$ cat src/secr_pkg.sv
package secr_pkg;

  // divert modes
  localparam logic [1:0] DivertNormal = 2'd1;
  localparam logic [1:0] DivertEco    = 2'd2;

  typedef enum logic [1:0] {
    KIND_MODE  = 2'd0,
    KIND_STATE = 2'd1,
    KIND_RATE  = 2'd2,
    KIND_NONE  = 2'd3
  } kind_e;

  typedef enum logic [1:0] {
    CMD_SET    = 2'd0,
    CMD_WAKE   = 2'd1,
    CMD_NOTICE = 2'd2
  } cmd_e;

  typedef enum logic [2:0] {
    CFG_SUPPLY_LEVEL = 3'd0,
    CFG_GRID_FEED    = 3'd1,
    CFG_SOLAR_FEED   = 3'd2,
    CFG_MIN_CURRENT  = 3'd3,
    CFG_DISC_CODE    = 3'd4,
    CFG_SLEEP_CODE   = 3'd5
  } cfg_idx_e;

  typedef enum logic [2:0] {
    S_IDLE,
    S_DECODE,
    S_SUM,
    S_DIV,
    S_FINISH,
    S_EMIT
  } state_e;

  localparam int CfgIdxW   = 3;
  localparam int CfgDataW  = 8;

  localparam int VoltsLow  = 110;
  localparam int VoltsHigh = 240;
  localparam int Reserve   = 100;
  localparam int Milli     = 1000;

  // signed numerator of the grid rate and its non-negative magnitude
  localparam int NumW      = 28;
  localparam int DivW      = 27;
  localparam int DenW      = 18;
  // reciprocal of each divisor scaled by 2^RcpShift
  localparam int RcpW      = 21;
  localparam int RcpShift  = DivW;
  // estimate, product, correction
  localparam int DivSteps  = 3;
  localparam int CntW      = $clog2(DivSteps);
  localparam int RateW     = 12;

  typedef struct packed {
    logic capture;
    logic decode;
    logic sum;
    logic div_step;
    logic finish;
    logic pop;
  } secr_cmd_t;

  typedef struct packed {
    logic is_rate;
    logic div_done;
    logic pending;
  } secr_sts_t;

endpackage

$ cat src/secr_in_if.sv
interface secr_in_if;
  logic        valid;
  logic        ready;
  logic [1:0]  mode;
  logic [1:0]  requested_divert;
  logic [7:0]  evse_state;
  logic [15:0] solar_power;
  logic signed [16:0] grid_power;
  logic [6:0]  present_pilot;
  logic [16:0] ev_milliamps;

  modport source (
    output valid, mode, requested_divert, evse_state, solar_power, grid_power,
           present_pilot, ev_milliamps,
    input  ready
  );
  modport sink (
    input  valid, mode, requested_divert, evse_state, solar_power, grid_power,
           present_pilot, ev_milliamps,
    output ready
  );
endinterface

$ cat src/secr_out_if.sv
interface secr_out_if;
  logic       valid;
  logic       ready;
  logic [1:0] command;
  logic [6:0] current_amps;
  logic [1:0] divert_mode;
  logic       last;

  modport source (
    output valid, command, current_amps, divert_mode, last,
    input  ready
  );
  modport sink (
    input  valid, command, current_amps, divert_mode, last,
    output ready
  );
endinterface

$ cat src/secr_ctrl.sv
module secr_ctrl (
  input  logic                clk_i,
  input  logic                rst_ni,
  input  logic                in_valid_i,
  output logic                in_ready_o,
  output logic                out_valid_o,
  input  logic                out_ready_i,
  input  secr_pkg::secr_sts_t sts_i,
  output secr_pkg::secr_cmd_t cmd_o
);

  secr_pkg::state_e state_q, state_d;

  always_ff @(posedge clk_i or negedge rst_ni) begin
    if (!rst_ni) begin
      state_q <= secr_pkg::S_IDLE;
    end else begin
      state_q <= state_d;
    end
  end

  // next state
  always_comb begin
    state_d = state_q;
    unique case (state_q)
      secr_pkg::S_IDLE: begin
        if (in_valid_i) state_d = secr_pkg::S_DECODE;
      end
      secr_pkg::S_DECODE: begin
        state_d = sts_i.is_rate ? secr_pkg::S_SUM : secr_pkg::S_EMIT;
      end
      secr_pkg::S_SUM: begin
        state_d = secr_pkg::S_DIV;
      end
      secr_pkg::S_DIV: begin
        if (sts_i.div_done) state_d = secr_pkg::S_FINISH;
      end
      secr_pkg::S_FINISH: begin
        state_d = secr_pkg::S_EMIT;
      end
      secr_pkg::S_EMIT: begin
        if (!sts_i.pending) state_d = secr_pkg::S_IDLE;
      end
      default: state_d = secr_pkg::S_IDLE;
    endcase
  end

  // outputs
  always_comb begin
    in_ready_o  = 1'b0;
    out_valid_o = 1'b0;
    cmd_o       = '0;
    unique case (state_q)
      secr_pkg::S_IDLE: begin
        in_ready_o    = 1'b1;
        cmd_o.capture = in_valid_i;
      end
      secr_pkg::S_DECODE: cmd_o.decode   = 1'b1;
      secr_pkg::S_SUM:    cmd_o.sum      = 1'b1;
      secr_pkg::S_DIV:    cmd_o.div_step = 1'b1;
      secr_pkg::S_FINISH: cmd_o.finish   = 1'b1;
      secr_pkg::S_EMIT: begin
        out_valid_o = sts_i.pending;
        cmd_o.pop   = sts_i.pending && out_ready_i;
      end
      default: ;
    endcase
  end

endmodule

$ cat src/secr_dp.sv
module secr_dp (
  input  logic                          clk_i,
  input  logic                          rst_ni,
  input  secr_pkg::secr_cmd_t           cmd_i,
  output secr_pkg::secr_sts_t           sts_o,
  input  logic                          cfg_we_i,
  input  logic [secr_pkg::CfgIdxW-1:0]  cfg_idx_i,
  input  logic [secr_pkg::CfgDataW-1:0] cfg_wdata_i,
  input  logic [1:0]                    mode_i,
  input  logic [1:0]                    requested_divert_i,
  input  logic [7:0]                    evse_state_i,
  input  logic [15:0]                   solar_power_i,
  input  logic signed [16:0]            grid_power_i,
  input  logic [6:0]                    present_pilot_i,
  input  logic [16:0]                   ev_milliamps_i,
  output logic [1:0]                    command_o,
  output logic [6:0]                    current_amps_o,
  output logic [1:0]                    divert_mode_o,
  output logic                          last_o
);

  localparam int NumW     = secr_pkg::NumW;
  localparam int DivW     = secr_pkg::DivW;
  localparam int DenW     = secr_pkg::DenW;
  localparam int CntW     = secr_pkg::CntW;
  localparam int RateW    = secr_pkg::RateW;
  localparam int RcpW     = secr_pkg::RcpW;
  localparam int RcpShift = secr_pkg::RcpShift;
  localparam int ProdW    = RateW + DenW;
  localparam int MavW     = 25;
  localparam int RcpOne   = 2 ** RcpShift;

  localparam logic [DenW-1:0] DenLow  = DenW'(secr_pkg::VoltsLow * secr_pkg::Milli);
  localparam logic [DenW-1:0] DenHigh = DenW'(secr_pkg::VoltsHigh * secr_pkg::Milli);
  localparam logic [CntW-1:0] CntLast = CntW'(secr_pkg::DivSteps - 1);

  localparam logic [RcpW-1:0] RcpGridLow   = RcpW'(RcpOne / int'(DenLow));
  localparam logic [RcpW-1:0] RcpGridHigh  = RcpW'(RcpOne / int'(DenHigh));
  localparam logic [RcpW-1:0] RcpSolarLow  = RcpW'(RcpOne / secr_pkg::VoltsLow);
  localparam logic [RcpW-1:0] RcpSolarHigh = RcpW'(RcpOne / secr_pkg::VoltsHigh);

  // configuration
  logic [1:0] supply_q;
  logic       grid_feed_q, solar_feed_q;
  logic [6:0] min_cur_q;
  logic [7:0] disc_code_q, sleep_code_q;

  // block state
  logic [1:0]              divert_q, divert_d;
  logic [7:0]              prev_evse_q, prev_evse_d;
  logic [6:0]              max_cur_q, max_cur_d;
  logic signed [RateW-1:0] rate_q, rate_d;

  // captured item
  secr_pkg::kind_e    kind_q;
  logic [1:0]         req_q;
  logic [7:0]         evse_q;
  logic [15:0]        solar_q;
  logic signed [16:0] grid_q;
  logic [6:0]         pilot_q;
  logic [16:0]        ma_q;

  // arithmetic
  logic [MavW-1:0]        mav_q;
  logic signed [NumW-1:0] gk_q;
  logic [DivW-1:0]        dvd_q;
  logic [DenW-1:0]        den_q;
  logic [RcpW-1:0]        rcp_q;
  logic [RateW-1:0]       quo_q;
  logic [ProdW-1:0]       prod_q;
  logic [CntW-1:0]        cnt_q;
  logic                   src_grid_q, src_solar_q, g_zero_q, g_neg_q;

  // results
  secr_pkg::cmd_e res_cmd_q [2];
  secr_pkg::cmd_e res_cmd_d [2];
  logic [6:0]     res_amps_q [2];
  logic [6:0]     res_amps_d [2];
  logic [1:0]     res_n_q, res_n_d;
  logic           res_idx_q, res_idx_d;

  // configuration writes
  always_ff @(posedge clk_i or negedge rst_ni) begin
    if (!rst_ni) begin
      supply_q     <= 2'd2;
      grid_feed_q  <= 1'b0;
      solar_feed_q <= 1'b0;
      min_cur_q    <= 7'd6;
      disc_code_q  <= 8'd1;
      sleep_code_q <= 8'd254;
    end else if (cfg_we_i) begin
      unique case (cfg_idx_i)
        secr_pkg::CFG_SUPPLY_LEVEL: supply_q     <= cfg_wdata_i[1:0];
        secr_pkg::CFG_GRID_FEED:    grid_feed_q  <= cfg_wdata_i[0];
        secr_pkg::CFG_SOLAR_FEED:   solar_feed_q <= cfg_wdata_i[0];
        secr_pkg::CFG_MIN_CURRENT:  min_cur_q    <= cfg_wdata_i[6:0];
        secr_pkg::CFG_DISC_CODE:    disc_code_q  <= cfg_wdata_i;
        secr_pkg::CFG_SLEEP_CODE:   sleep_code_q <= cfg_wdata_i;
        default: ;
      endcase
    end
  end

  always_ff @(posedge clk_i) begin
    if (cmd_i.capture) begin
      kind_q  <= secr_pkg::kind_e'(mode_i);
      req_q   <= requested_divert_i;
      evse_q  <= evse_state_i;
      solar_q <= solar_power_i;
      grid_q  <= grid_power_i;
      pilot_q <= present_pilot_i;
      ma_q    <= ev_milliamps_i;
    end
  end

  // products of the grid numerator, one constant multiply each
  logic signed [17:0]     ng;
  logic signed [NumW-1:0] ng_w;
  logic signed [NumW-1:0] gk_d;
  logic [MavW-1:0]        mav_d;
  logic                   low_supply;

  assign low_supply = (supply_q == 2'd1);
  assign ng    = -{grid_q[16], grid_q} - 18'sd100;
  assign ng_w  = {{(NumW - 18){ng[17]}}, ng};
  assign gk_d  = ng_w * NumW'(secr_pkg::Milli);
  assign mav_d = low_supply ? MavW'(ma_q * MavW'(secr_pkg::VoltsLow))
                            : MavW'(ma_q * MavW'(secr_pkg::VoltsHigh));

  // numerator and divider load
  logic signed [NumW-1:0] num;
  assign num = gk_q + $signed({{(NumW - MavW){1'b0}}, mav_q});

  // reciprocal estimate is the quotient or one below it
  logic [DivW+RcpW-1:0] est_full;
  logic [RateW-1:0]     est;
  logic [ProdW-1:0]     dvd_w, rem_w;
  logic                 est_low;
  assign est_full = {{RcpW{1'b0}}, dvd_q} * {{DivW{1'b0}}, rcp_q};
  assign est      = est_full[RcpShift +: RateW];
  assign dvd_w    = {{(ProdW - DivW){1'b0}}, dvd_q};
  assign rem_w    = dvd_w - prod_q;
  assign est_low  = (rem_w >= {{(ProdW - DenW){1'b0}}, den_q});

  always_ff @(posedge clk_i) begin
    if (cmd_i.decode) begin
      mav_q <= mav_d;
      gk_q  <= gk_d;
    end
    if (cmd_i.sum) begin
      src_grid_q  <= grid_feed_q;
      src_solar_q <= solar_feed_q;
      g_zero_q    <= (num <= -NumW'(100 * secr_pkg::Milli));
      g_neg_q     <= num[NumW-1];
      dvd_q       <= grid_feed_q ? num[DivW-1:0] : {{(DivW - 16){1'b0}}, solar_q};
      den_q       <= grid_feed_q ? (low_supply ? DenLow : DenHigh)
                                 : (low_supply ? DenW'(secr_pkg::VoltsLow)
                                               : DenW'(secr_pkg::VoltsHigh));
      rcp_q       <= grid_feed_q ? (low_supply ? RcpGridLow : RcpGridHigh)
                                 : (low_supply ? RcpSolarLow : RcpSolarHigh);
      cnt_q       <= '0;
    end else if (cmd_i.div_step) begin
      if (cnt_q == '0) begin
        quo_q <= est;
      end else if (cnt_q == CntW'(1)) begin
        prod_q <= {{DenW{1'b0}}, quo_q} * {{RateW{1'b0}}, den_q};
      end else if (est_low) begin
        quo_q <= quo_q + 1'b1;
      end
      cnt_q <= cnt_q + 1'b1;
    end
  end

  // final clamp of the rate
  logic signed [RateW-1:0] r_sel;
  logic signed [RateW:0]   r13, r2, r3, minc13, maxc13, pilot13;
  logic                    sleeping;

  assign sleeping = (evse_q == sleep_code_q);
  assign minc13   = $signed({{(RateW - 6){1'b0}}, min_cur_q});
  assign maxc13   = $signed({{(RateW - 6){1'b0}}, max_cur_q});
  assign pilot13  = $signed({{(RateW - 6){1'b0}}, pilot_q});

  always_comb begin
    if (src_grid_q) begin
      if (g_zero_q)     r_sel = '0;
      else if (g_neg_q) r_sel = -RateW'(1);
      else              r_sel = $signed(quo_q);
    end else if (src_solar_q) begin
      r_sel = $signed(quo_q);
    end else begin
      r_sel = rate_q;
    end
    r13 = {r_sel[RateW-1], r_sel};
    r2  = (!sleeping && (r13 < minc13)) ? minc13 : r13;
    r3  = (r2 > maxc13) ? maxc13 : r2;
  end

  always_comb begin
    divert_d    = divert_q;
    prev_evse_d = prev_evse_q;
    max_cur_d   = max_cur_q;
    rate_d      = rate_q;
    res_cmd_d   = res_cmd_q;
    res_amps_d  = res_amps_q;
    res_n_d     = res_n_q;
    res_idx_d   = res_idx_q;

    if (cmd_i.decode) begin
      res_n_d   = 2'd0;
      res_idx_d = 1'b0;
      unique case (kind_q)
        secr_pkg::KIND_MODE: begin
          if ((req_q == secr_pkg::DivertNormal || req_q == secr_pkg::DivertEco) &&
              req_q != divert_q) begin
            divert_d = req_q;
            if (req_q == secr_pkg::DivertNormal) begin
              res_cmd_d[0]  = secr_pkg::CMD_SET;
              res_amps_d[0] = max_cur_q;
              res_cmd_d[1]  = secr_pkg::CMD_NOTICE;
              res_amps_d[1] = '0;
              res_n_d       = 2'd2;
            end else begin
              rate_d        = '0;
              max_cur_d     = pilot_q;
              res_cmd_d[0]  = secr_pkg::CMD_NOTICE;
              res_amps_d[0] = '0;
              res_n_d       = 2'd1;
            end
          end
        end
        secr_pkg::KIND_STATE: begin
          if (evse_q != prev_evse_q) begin
            prev_evse_d = evse_q;
            // car gone while in eco falls back to normal
            if (evse_q == disc_code_q && divert_q == secr_pkg::DivertEco) begin
              divert_d      = secr_pkg::DivertNormal;
              res_cmd_d[0]  = secr_pkg::CMD_SET;
              res_amps_d[0] = max_cur_q;
              res_cmd_d[1]  = secr_pkg::CMD_NOTICE;
              res_amps_d[1] = '0;
              res_n_d       = 2'd2;
            end
          end
        end
        default: ;
      endcase
    end else if (cmd_i.finish) begin
      res_n_d   = 2'd0;
      res_idx_d = 1'b0;
      if (r2 >= minc13) begin
        rate_d = r3[RateW-1:0];
        if (pilot13 != r3) begin
          res_cmd_d[0]  = secr_pkg::CMD_SET;
          res_amps_d[0] = r3[6:0];
          res_cmd_d[1]  = secr_pkg::CMD_WAKE;
          res_amps_d[1] = '0;
          res_n_d       = sleeping ? 2'd2 : 2'd1;
        end else if (sleeping) begin
          res_cmd_d[0]  = secr_pkg::CMD_WAKE;
          res_amps_d[0] = '0;
          res_n_d       = 2'd1;
        end
      end else begin
        rate_d = r2[RateW-1:0];
      end
    end else if (cmd_i.pop) begin
      res_idx_d = 1'b1;
      if (res_idx_q) res_n_d = 2'd0;
    end
  end

  always_ff @(posedge clk_i or negedge rst_ni) begin
    if (!rst_ni) begin
      divert_q    <= secr_pkg::DivertNormal;
      prev_evse_q <= 8'd255;
      max_cur_q   <= 7'd32;
      rate_q      <= '0;
      res_n_q     <= 2'd0;
      res_idx_q   <= 1'b0;
    end else begin
      divert_q    <= divert_d;
      prev_evse_q <= prev_evse_d;
      max_cur_q   <= max_cur_d;
      rate_q      <= rate_d;
      res_n_q     <= res_n_d;
      res_idx_q   <= res_idx_d;
    end
  end

  always_ff @(posedge clk_i) begin
    res_cmd_q  <= res_cmd_d;
    res_amps_q <= res_amps_d;
  end

  assign sts_o.is_rate  = (kind_q == secr_pkg::KIND_RATE) &&
                          (divert_q == secr_pkg::DivertEco);
  assign sts_o.div_done = (cnt_q == CntLast);
  assign sts_o.pending  = ({1'b0, res_idx_q} < res_n_q);

  assign command_o      = res_cmd_q[res_idx_q];
  assign current_amps_o = res_amps_q[res_idx_q];
  assign divert_mode_o  = divert_q;
  assign last_o         = res_idx_q || (res_n_q == 2'd1);

endmodule

$ cat src/solar_excess_charge_regulator_core.sv
// Solar excess charge regulator.
// in_i carries one item per handshake: a divert mode request, a charger
// state observation or a rate update. out_o returns zero, one or two
// charger commands per item, the final one flagged by last. The cfg_we_i
// port writes a setting register by index. The block handles one item at
// a time; in_i.ready is high only while idle. Mode requests and state
// observations pass through a decode state before their results. A rate
// update in eco mode passes through decode, sum, divide and finish states;
// the divide is a reciprocal multiply followed by a product and a one-step
// correction. A new item is accepted only after every result of the
// previous one has been taken. Items that give no result free the block
// without offering anything on out_o. A stalled receiver simply holds the
// current result on out_o and the block waits; no result is dropped. Reset
// puts the block in normal mode with max current 32 A, rate 0, the previous
// charger state invalid and the settings at 240 V, no feeds, 6 A minimum.
module solar_excess_charge_regulator_core (
  input  logic                          clk_i,
  input  logic                          rst_ni,
  secr_in_if.sink                       in_i,
  secr_out_if.source                    out_o,
  input  logic                          cfg_we_i,
  input  logic [secr_pkg::CfgIdxW-1:0]  cfg_idx_i,
  input  logic [secr_pkg::CfgDataW-1:0] cfg_wdata_i
);

  secr_pkg::secr_cmd_t cmd;
  secr_pkg::secr_sts_t sts;

  secr_ctrl u_ctrl (
    .clk_i       (clk_i),
    .rst_ni      (rst_ni),
    .in_valid_i  (in_i.valid),
    .in_ready_o  (in_i.ready),
    .out_valid_o (out_o.valid),
    .out_ready_i (out_o.ready),
    .sts_i       (sts),
    .cmd_o       (cmd)
  );

  secr_dp u_dp (
    .clk_i              (clk_i),
    .rst_ni             (rst_ni),
    .cmd_i              (cmd),
    .sts_o              (sts),
    .cfg_we_i           (cfg_we_i),
    .cfg_idx_i          (cfg_idx_i),
    .cfg_wdata_i        (cfg_wdata_i),
    .mode_i             (in_i.mode),
    .requested_divert_i (in_i.requested_divert),
    .evse_state_i       (in_i.evse_state),
    .solar_power_i      (in_i.solar_power),
    .grid_power_i       (in_i.grid_power),
    .present_pilot_i    (in_i.present_pilot),
    .ev_milliamps_i     (in_i.ev_milliamps),
    .command_o          (out_o.command),
    .current_amps_o     (out_o.current_amps),
    .divert_mode_o      (out_o.divert_mode),
    .last_o             (out_o.last)
  );

  a_no_overlap: assert property (@(posedge clk_i) disable iff (!rst_ni)
    out_o.valid |-> !in_i.ready)
    else $error("result offered while taking a new item");

  a_busy_after_accept: assert property (@(posedge clk_i) disable iff (!rst_ni)
    (in_i.valid && in_i.ready) |=> !in_i.ready)
    else $error("item accepted twice in a row");

  a_last_ends: assert property (@(posedge clk_i) disable iff (!rst_ni)
    (out_o.valid && out_o.ready && out_o.last) |=> !out_o.valid)
    else $error("result after the last one of an item");

  a_mode_legal: assert property (@(posedge clk_i) disable iff (!rst_ni)
    out_o.valid |-> (out_o.divert_mode == secr_pkg::DivertNormal ||
                     out_o.divert_mode == secr_pkg::DivertEco))
    else $error("divert mode out of range");

endmodule

$ cat src/flat_wrapper.sv
// flat-port wrapper written by rule: the top's interface ports become plain ports
module solar_excess_charge_regulator_core_flat 
  (clk_i, rst_ni, cfg_we_i, cfg_idx_i, cfg_wdata_i, in_i_valid, in_i_mode, in_i_requested_divert, in_i_evse_state, in_i_solar_power, in_i_grid_power, in_i_present_pilot, in_i_ev_milliamps, in_i_ready, out_o_valid, out_o_command, out_o_current_amps, out_o_divert_mode, out_o_last, out_o_ready);
  secr_in_if in_i_i ();
  secr_out_if out_o_i ();
  input  logic clk_i;
  input  logic rst_ni;
  input  logic cfg_we_i;
  input  logic [secr_pkg::CfgIdxW-1:0] cfg_idx_i;
  input  logic [secr_pkg::CfgDataW-1:0] cfg_wdata_i;
  input wire logic [$bits(in_i_i.valid)-1:0] in_i_valid;
  input wire logic [$bits(in_i_i.mode)-1:0] in_i_mode;
  input wire logic [$bits(in_i_i.requested_divert)-1:0] in_i_requested_divert;
  input wire logic [$bits(in_i_i.evse_state)-1:0] in_i_evse_state;
  input wire logic [$bits(in_i_i.solar_power)-1:0] in_i_solar_power;
  input wire logic [$bits(in_i_i.grid_power)-1:0] in_i_grid_power;
  input wire logic [$bits(in_i_i.present_pilot)-1:0] in_i_present_pilot;
  input wire logic [$bits(in_i_i.ev_milliamps)-1:0] in_i_ev_milliamps;
  output wire logic [$bits(in_i_i.ready)-1:0] in_i_ready;
  output wire logic [$bits(out_o_i.valid)-1:0] out_o_valid;
  output wire logic [$bits(out_o_i.command)-1:0] out_o_command;
  output wire logic [$bits(out_o_i.current_amps)-1:0] out_o_current_amps;
  output wire logic [$bits(out_o_i.divert_mode)-1:0] out_o_divert_mode;
  output wire logic [$bits(out_o_i.last)-1:0] out_o_last;
  input wire logic [$bits(out_o_i.ready)-1:0] out_o_ready;
  assign in_i_i.valid = in_i_valid;
  assign in_i_i.mode = in_i_mode;
  assign in_i_i.requested_divert = in_i_requested_divert;
  assign in_i_i.evse_state = in_i_evse_state;
  assign in_i_i.solar_power = in_i_solar_power;
  assign in_i_i.grid_power = in_i_grid_power;
  assign in_i_i.present_pilot = in_i_present_pilot;
  assign in_i_i.ev_milliamps = in_i_ev_milliamps;
  assign in_i_ready = in_i_i.ready;
  assign out_o_valid = out_o_i.valid;
  assign out_o_command = out_o_i.command;
  assign out_o_current_amps = out_o_i.current_amps;
  assign out_o_divert_mode = out_o_i.divert_mode;
  assign out_o_last = out_o_i.last;
  assign out_o_i.ready = out_o_ready;
  solar_excess_charge_regulator_core u_core (.clk_i(clk_i), .rst_ni(rst_ni), .in_i(in_i_i), .out_o(out_o_i), .cfg_we_i(cfg_we_i), .cfg_idx_i(cfg_idx_i), .cfg_wdata_i(cfg_wdata_i));
endmodule
$ cat config.mk
export PLATFORM = sky130hd
export DESIGN_NAME = solar_excess_charge_regulator_core_flat
export DESIGN_NICKNAME = d
export VERILOG_FILES = /design/src/secr_pkg.sv /design/src/secr_in_if.sv /design/src/secr_out_if.sv /design/src/secr_ctrl.sv /design/src/secr_dp.sv /design/src/solar_excess_charge_regulator_core.sv /design/src/flat_wrapper.sv
export SDC_FILE = /design/constraint.sdc
export NUM_CORES = 2
export LEC_CHECK = 0
export BUFFER_PORTS_ARGS = -buffer_cell sky130_fd_sc_hd__buf_2
export CORE_UTILIZATION = 60
export DETAILED_ROUTE_END_ITERATION = 6
export GPL_ROUTABILITY_DRIVEN = 0
export PLACE_DENSITY = 0.77
export SETUP_SLACK_MARGIN = 0.4
export SKIP_CTS_REPAIR_TIMING = 1
export SLEW_MARGIN = 15
export SYNTH_ARGS = -nofsm -noshare
export SYNTH_HDL_FRONTEND = slang
export SYNTH_SLANG_ARGS = --single-unit
$ cat constraint.sdc
create_clock -name clk_i -period 11.3 [get_ports clk_i]
set_input_delay 0.565 -clock clk_i [delete_from_list [all_inputs] [get_ports clk_i]]
set_output_delay 0.565 -clock clk_i [all_outputs]
set_load 0.005 [all_outputs]
; ---- After elaboration in Yosys (flattened, before gate mapping)
; Cells that the tools add are included.
[op_classes]
n_addsub = 6
mul = 5
div = 0
order_cmp = 7
n_eq_ne = 39
n_shift = 0
n_mux = 86
n_bitwise = 4
reduce_logical = 36
[op_table]
columns = cell, count
row1 = $mux W12, 13
row2 = $mux W14, 6
row3 = $mux W7, 8
row4 = $mux W2, 22
row5 = $mux W21, 2
row6 = $mul A27 B21 Y39, 1
row7 = $mux W18, 2
row8 = $ge A30 B18 Y1, 1
row9 = $mul A12 B18 Y30, 1
row10 = $sub A27 B30 Y30, 1
row11 = $add A28 B26 Y28, 1
row12 = $le A28 B18 Y1 const B, 1
row13 = $pmux W14 S2, 1
row14 = $mux W13, 2
row15 = $mul A18 B8 Y25 const B, 1
row16 = $mux W24, 1
row17 = $mux W4, 6
row18 = $mul A17 B6 Y23 const B, 1
row19 = $mul A17 B4 Y21 const B, 1
row20 = $ne A2 B2 Y1 const B, 9
row21 = $neg A18 Y18, 1
row22 = $pmux W3 S6, 1
row23 = $sub A18 B7 Y18 const B, 1
row24 = $eq A8 B8 Y1, 2
row25 = other kinds (39), 97
[totals]
reg_bits = 313
latchBits = 0
ram_bits = 0
romBits = 0
in_bits = 85
out_inout_bits = 14
word_cells = 222
memories = 0

; ---- Logic depth before layout (Yosys ltp)
[depth]
word_depth = 13
ltp_mapped = 28
ltp_nobuf = 26

; ---- Cells and area by module
; Synthesis repeated with hierarchy kept, for this count alone.
[unflattened]
hier_cells = 3853
hier_area_um2 = 38958.6
[by_module_without_submodules]
columns = mod, instances, cells_per_inst, area_each_um2, seq_area_each_um2
row1 = secr_dp, 1, 3826, 38692.1, 7968.9
row2 = secr_ctrl, 1, 27, 266.5, 75.1

; ---- Least setup slack after synthesis
; Ideal clock, no wire load.
[synth_timing]
path_type = register -> register
start = register u_core.u_dp.rcp_q[9]
end = register u_core.u_dp.quo_q[11], data pin
setup_ns = 0.270
arrival_time_ns = 6.943
required_ns = 11.030
slack_ns = 4.087
stages_incl_launch_ff = 25
path_buffers = 2
period_less_slack_ns = 7.213
cell_sequence = edfxtp_1 -> clkbuf_1 -> clkbuf_1 -> nand2_1 -> fa_1 -> fa_1 -> inv_1 -> fa_1 -> fa_1 -> fa_1 -> fa_1 -> inv_1 -> fa_1 -> inv_1 -> ha_1 -> a21oi_1 -> o21ai_0 -> a211oi_1 -> and3b_1 -> o32a_1 -> a41o_1 -> o41ai_1 -> o21bai_1 -> xnor2_1 -> a21oi_1
[synth_via]
elab_chain_cells = 2
[synth_lines]
columns = item, line
row1 = start: declaration, secr_dp.sv:68  ; logic [RcpW-1:0] rcp_q;
row2 = start signal: assignment, secr_dp.sv:159  ; rcp_q <= grid_feed_q ? (low_supply ? RcpGridLow : RcpGridHigh)
row3 = $mul A27 B21 Y39, secr_dp.sv:139  ; assign est_full = {{RcpW{1'b0}}, dvd_q} * {{DivW{1'b0}}, rcp_q};
row4 = $mux W12, secr_dp.sv:163  ; if (cnt_q == '0) begin
row5 = end signal: assignment, secr_dp.sv:164  ; quo_q <= est;
row6 = end signal: assignment, secr_dp.sv:168  ; quo_q <= quo_q + 1'b1;
row7 = end: declaration, secr_dp.sv:69  ; logic [RateW-1:0] quo_q;
; Every way passes these cells.
; A chain may end at the register's enable or synchronous reset.

; ---- Final worst setup path
; Ends and elaborated chain as after synthesis.

==> reports/results.ini <==
[cts]
cts-root-buf=clkbuf_16
cts_sinks=278
cts_buffers=36
tritoncts=yes
clock_path_buffers=3
clkLatencyLatePin_ps=570
cts.htree.levels=2
path_clk_slew_ps=60

[setup_path]
cp_max_fo=27
cp_slowest_cell=edfxtp_1
critPathCaptureType=flop
critPathTopFamily=adder cells
critPathKind=flop to flop
crit_arrival_ps=8540
path_buf_inv=3
cpMostUsedCell=fa_1
crit_path_start_kind=flop
required_ps=11590
max_stage_delay_ps=1040
crit_chain=nand2_1 -> fa_1 -> fa_1 -> inv_1 -> fa_1 -> fa_1 -> fa_1 -> fa_1 -> inv_1 -> fa_1 -> inv_1 -> ha_1 -> a21oi_1 -> o21ai_0 -> a211oi_1 -> and3b_1 -> o32a_1 -> a41o_1 -> o41ai_1 -> o21bai_1 -> xnor2_1 -> a21oi_1

[routing]
via_per_inst=5.59
routed_wl_mm=89.8
drtPass1Iterations=6
drc=0
routedWlPerCell_um=18.3
drtAntennaViolNets=0
drt_iter0_markers=2011
vias=27344

[sta]
relSlewSlack_pct=30.1
drv_slew=0
fin_ws_ps=3060
finalCritPeriodShare_pct=73.0
fin_tns_setup_ps=0
fin_skew_ps=25.8
min_period_ps=8240
hold_viol=0
worstMarginPinSlew_ps=1050
setup_viol_count_final=0
rsz0062_at_grt=false
clock.fmax_mhz=121

[logic_synthesis]
synthMuxAreaShare_pct=1.81
synth_edf_count=214
synth_commonest_cells=inv_1 (921), ha_1 (534), fa_1 (530)
synth_top_family_by_area=adder cells
synth_top_area_share_pct=27.1
synth_cell_types=89
syn_area_um2=39100
synth_compound_area_share_pct=8.18
synth-seq-cells=278
synth-xor-area-share_pct=4.39
synth.area.top_cells=fa_1 (27%), ha_1 (17%), edfxtp_1 (16%)
yosys.area_share.simple_pct=11.3
synth_nets=5080
synth_top_area_cell=fa_1
ys.flop_type=edfxtp_1
synth-seq-area-share_pct=20.6
yosysWarnings=0
avgSynthCellArea_um2=9.95
synth_fa_ha_area_share_pct=44.2
post-synth-top-count-cell=inv_1
syn_inst=3931
async_flop_share_pct=22.3

[placed_design]
pre_cts_slack_ps=3180
io_buffers=98
placed_cells=4831
place_hpwl_mm=73.1

[die]
die_h_um=257
coreArea_um2=64500
die_area_um2=66200
rows=93
pin_count=99
initial_core_util_pct=60.7
fp.dieW_um=257

[cells_and_area]
finalNetCount=5163
seqCellArea_um2=8050
antenna-diode-count=0
final_util_pct=64.8
drive_above_1_share_pct=7.00
final_cells=4895
fillers=5187
multi_input_area_um2=27300
syn2layout_area_growth_pct=6.77

[grt]
grt.overflow.total=0
grt_usage_pct=28.3
antenna_found_initial=3
grt_pass1_vias=28970
grt_max_degree=63
grt_pass1_wl_mm=148

[power]
power.density_nw_per_um2=278
ir_worst_vdd_v=0.000346
power_mw=11.6
leakage_nw=20.8

[flow_run]
maxCapViolations=0

[outcome]
status=completed

[hold_path]
hold_path.class=primary input to asynchronous set/reset pin

[registers in the layout, summed over array words and instances, names as in the netlist, 9 cells and up]
register,flops
u_core.u_dp.mav_q,24
u_core.u_dp.ma_q,17
u_core.u_dp.prod_q,29
u_core.u_dp.solar_q,16
u_core.u_dp.rate_q,12
u_core.u_dp.dvd_q,27
u_core.u_dp.grid_q,17
u_core.u_dp.gk_q,25
u_core.u_dp.quo_q,12
u_core.u_dp.rcp_q,9
[path summary, 6_finish.rpt]
check / start / to / slack [ps] / cells after the start
worst max-delay path: u_core.u_dp.rcp_q[9] / u_core.u_dp.quo_q[11] / 3060 / 22
worst min-delay path: rst_ni / u_core.u_dp.res_n_q[1] / 140 / 2
worst max register to register: u_core.u_dp.rcp_q[9] / u_core.u_dp.quo_q[11] / 3060 / 22
worst min register to register: u_core.u_dp.cnt_q[1] / u_core.u_dp.cnt_q[1] / 480 / 2
max in group asynchronous: rst_ni / u_core.u_dp.grid_feed_q / 10560 / 2
min in group clk_i: in_i_present_pilot[1] / u_core.u_dp.pilot_q[1] / 160 / 1
[layer usage]
metal / GRT usage (%) / share of wire, %
met1: 37.5 / 42
met2: 48.2 / 49
met3: 3.80 / 5.9
met4: 8.86 / 3.1
met5: 0 / 0.021
[cell type report]
cell class / instances / area share [%]
multi-input combinational: 2657 / 65.5
sequential: 278 / 19.3
inverter: 924 / 8.31
tap: 855 / 2.56
clock buffer: 49 / 2.35
timing repair buffer: 117 / 1.52
clock inverter: 15 / 0.530
[metrics by stage]
step | hold slack, ps | area (µm²)
3_5_place_dp | 476 | 40600
4_1_cts | 140 | 41800
3_3_place_gp | 462 | 40600
2_1_floorplan | 269 | 39100
6_report | 144 | 41800
5_1_grt | 138 | 41800
[power by group]
| part | switching, mW | leakage, nW | internal [mW] |
|---|---|---|---|
| sequential | 0.205 | 2.72 | 1.77 |
| clock | 0.476 | 0.576 | 0.690 |
| combinational | 4.79 | 17.5 | 3.69 |
[cells in the final DEF, fill, tap and decap left out, drive strengths merged, types with 25 or more instances in the layout]
cell    netlist  final
and2        232    232
nor2        137    137
xor2         75     75
buf           3    117
inv         922    926
edfxtp      214    214
nor2b        30     30
ha          534    534
nand3        36     36
mux2         51     51
clkbuf       69     49
dfrtp        41     41
a211oi       26     26
nor3         54     54
fa          530    530
nand2       249    249
o21a         25     25
o21ai       103    103
xnor2       121    121
a21o         49     49
a21oi       119    119
[kinds of logic (layout without fill, tap and decap cells)]
| family | after synthesis | count (layout) |
|---|---|---|
| simple gates | 861 | 861 |
| flops | 278 | 278 |
| buf+inv | 996 | 1105 |
| fa+ha+maj | 1064 | 1064 |
| compound gates | 472 | 472 |
| mux | 64 | 64 |
| xor+xnor | 196 | 196 |
Note: power is estimated with default switching activity, not from simulation.
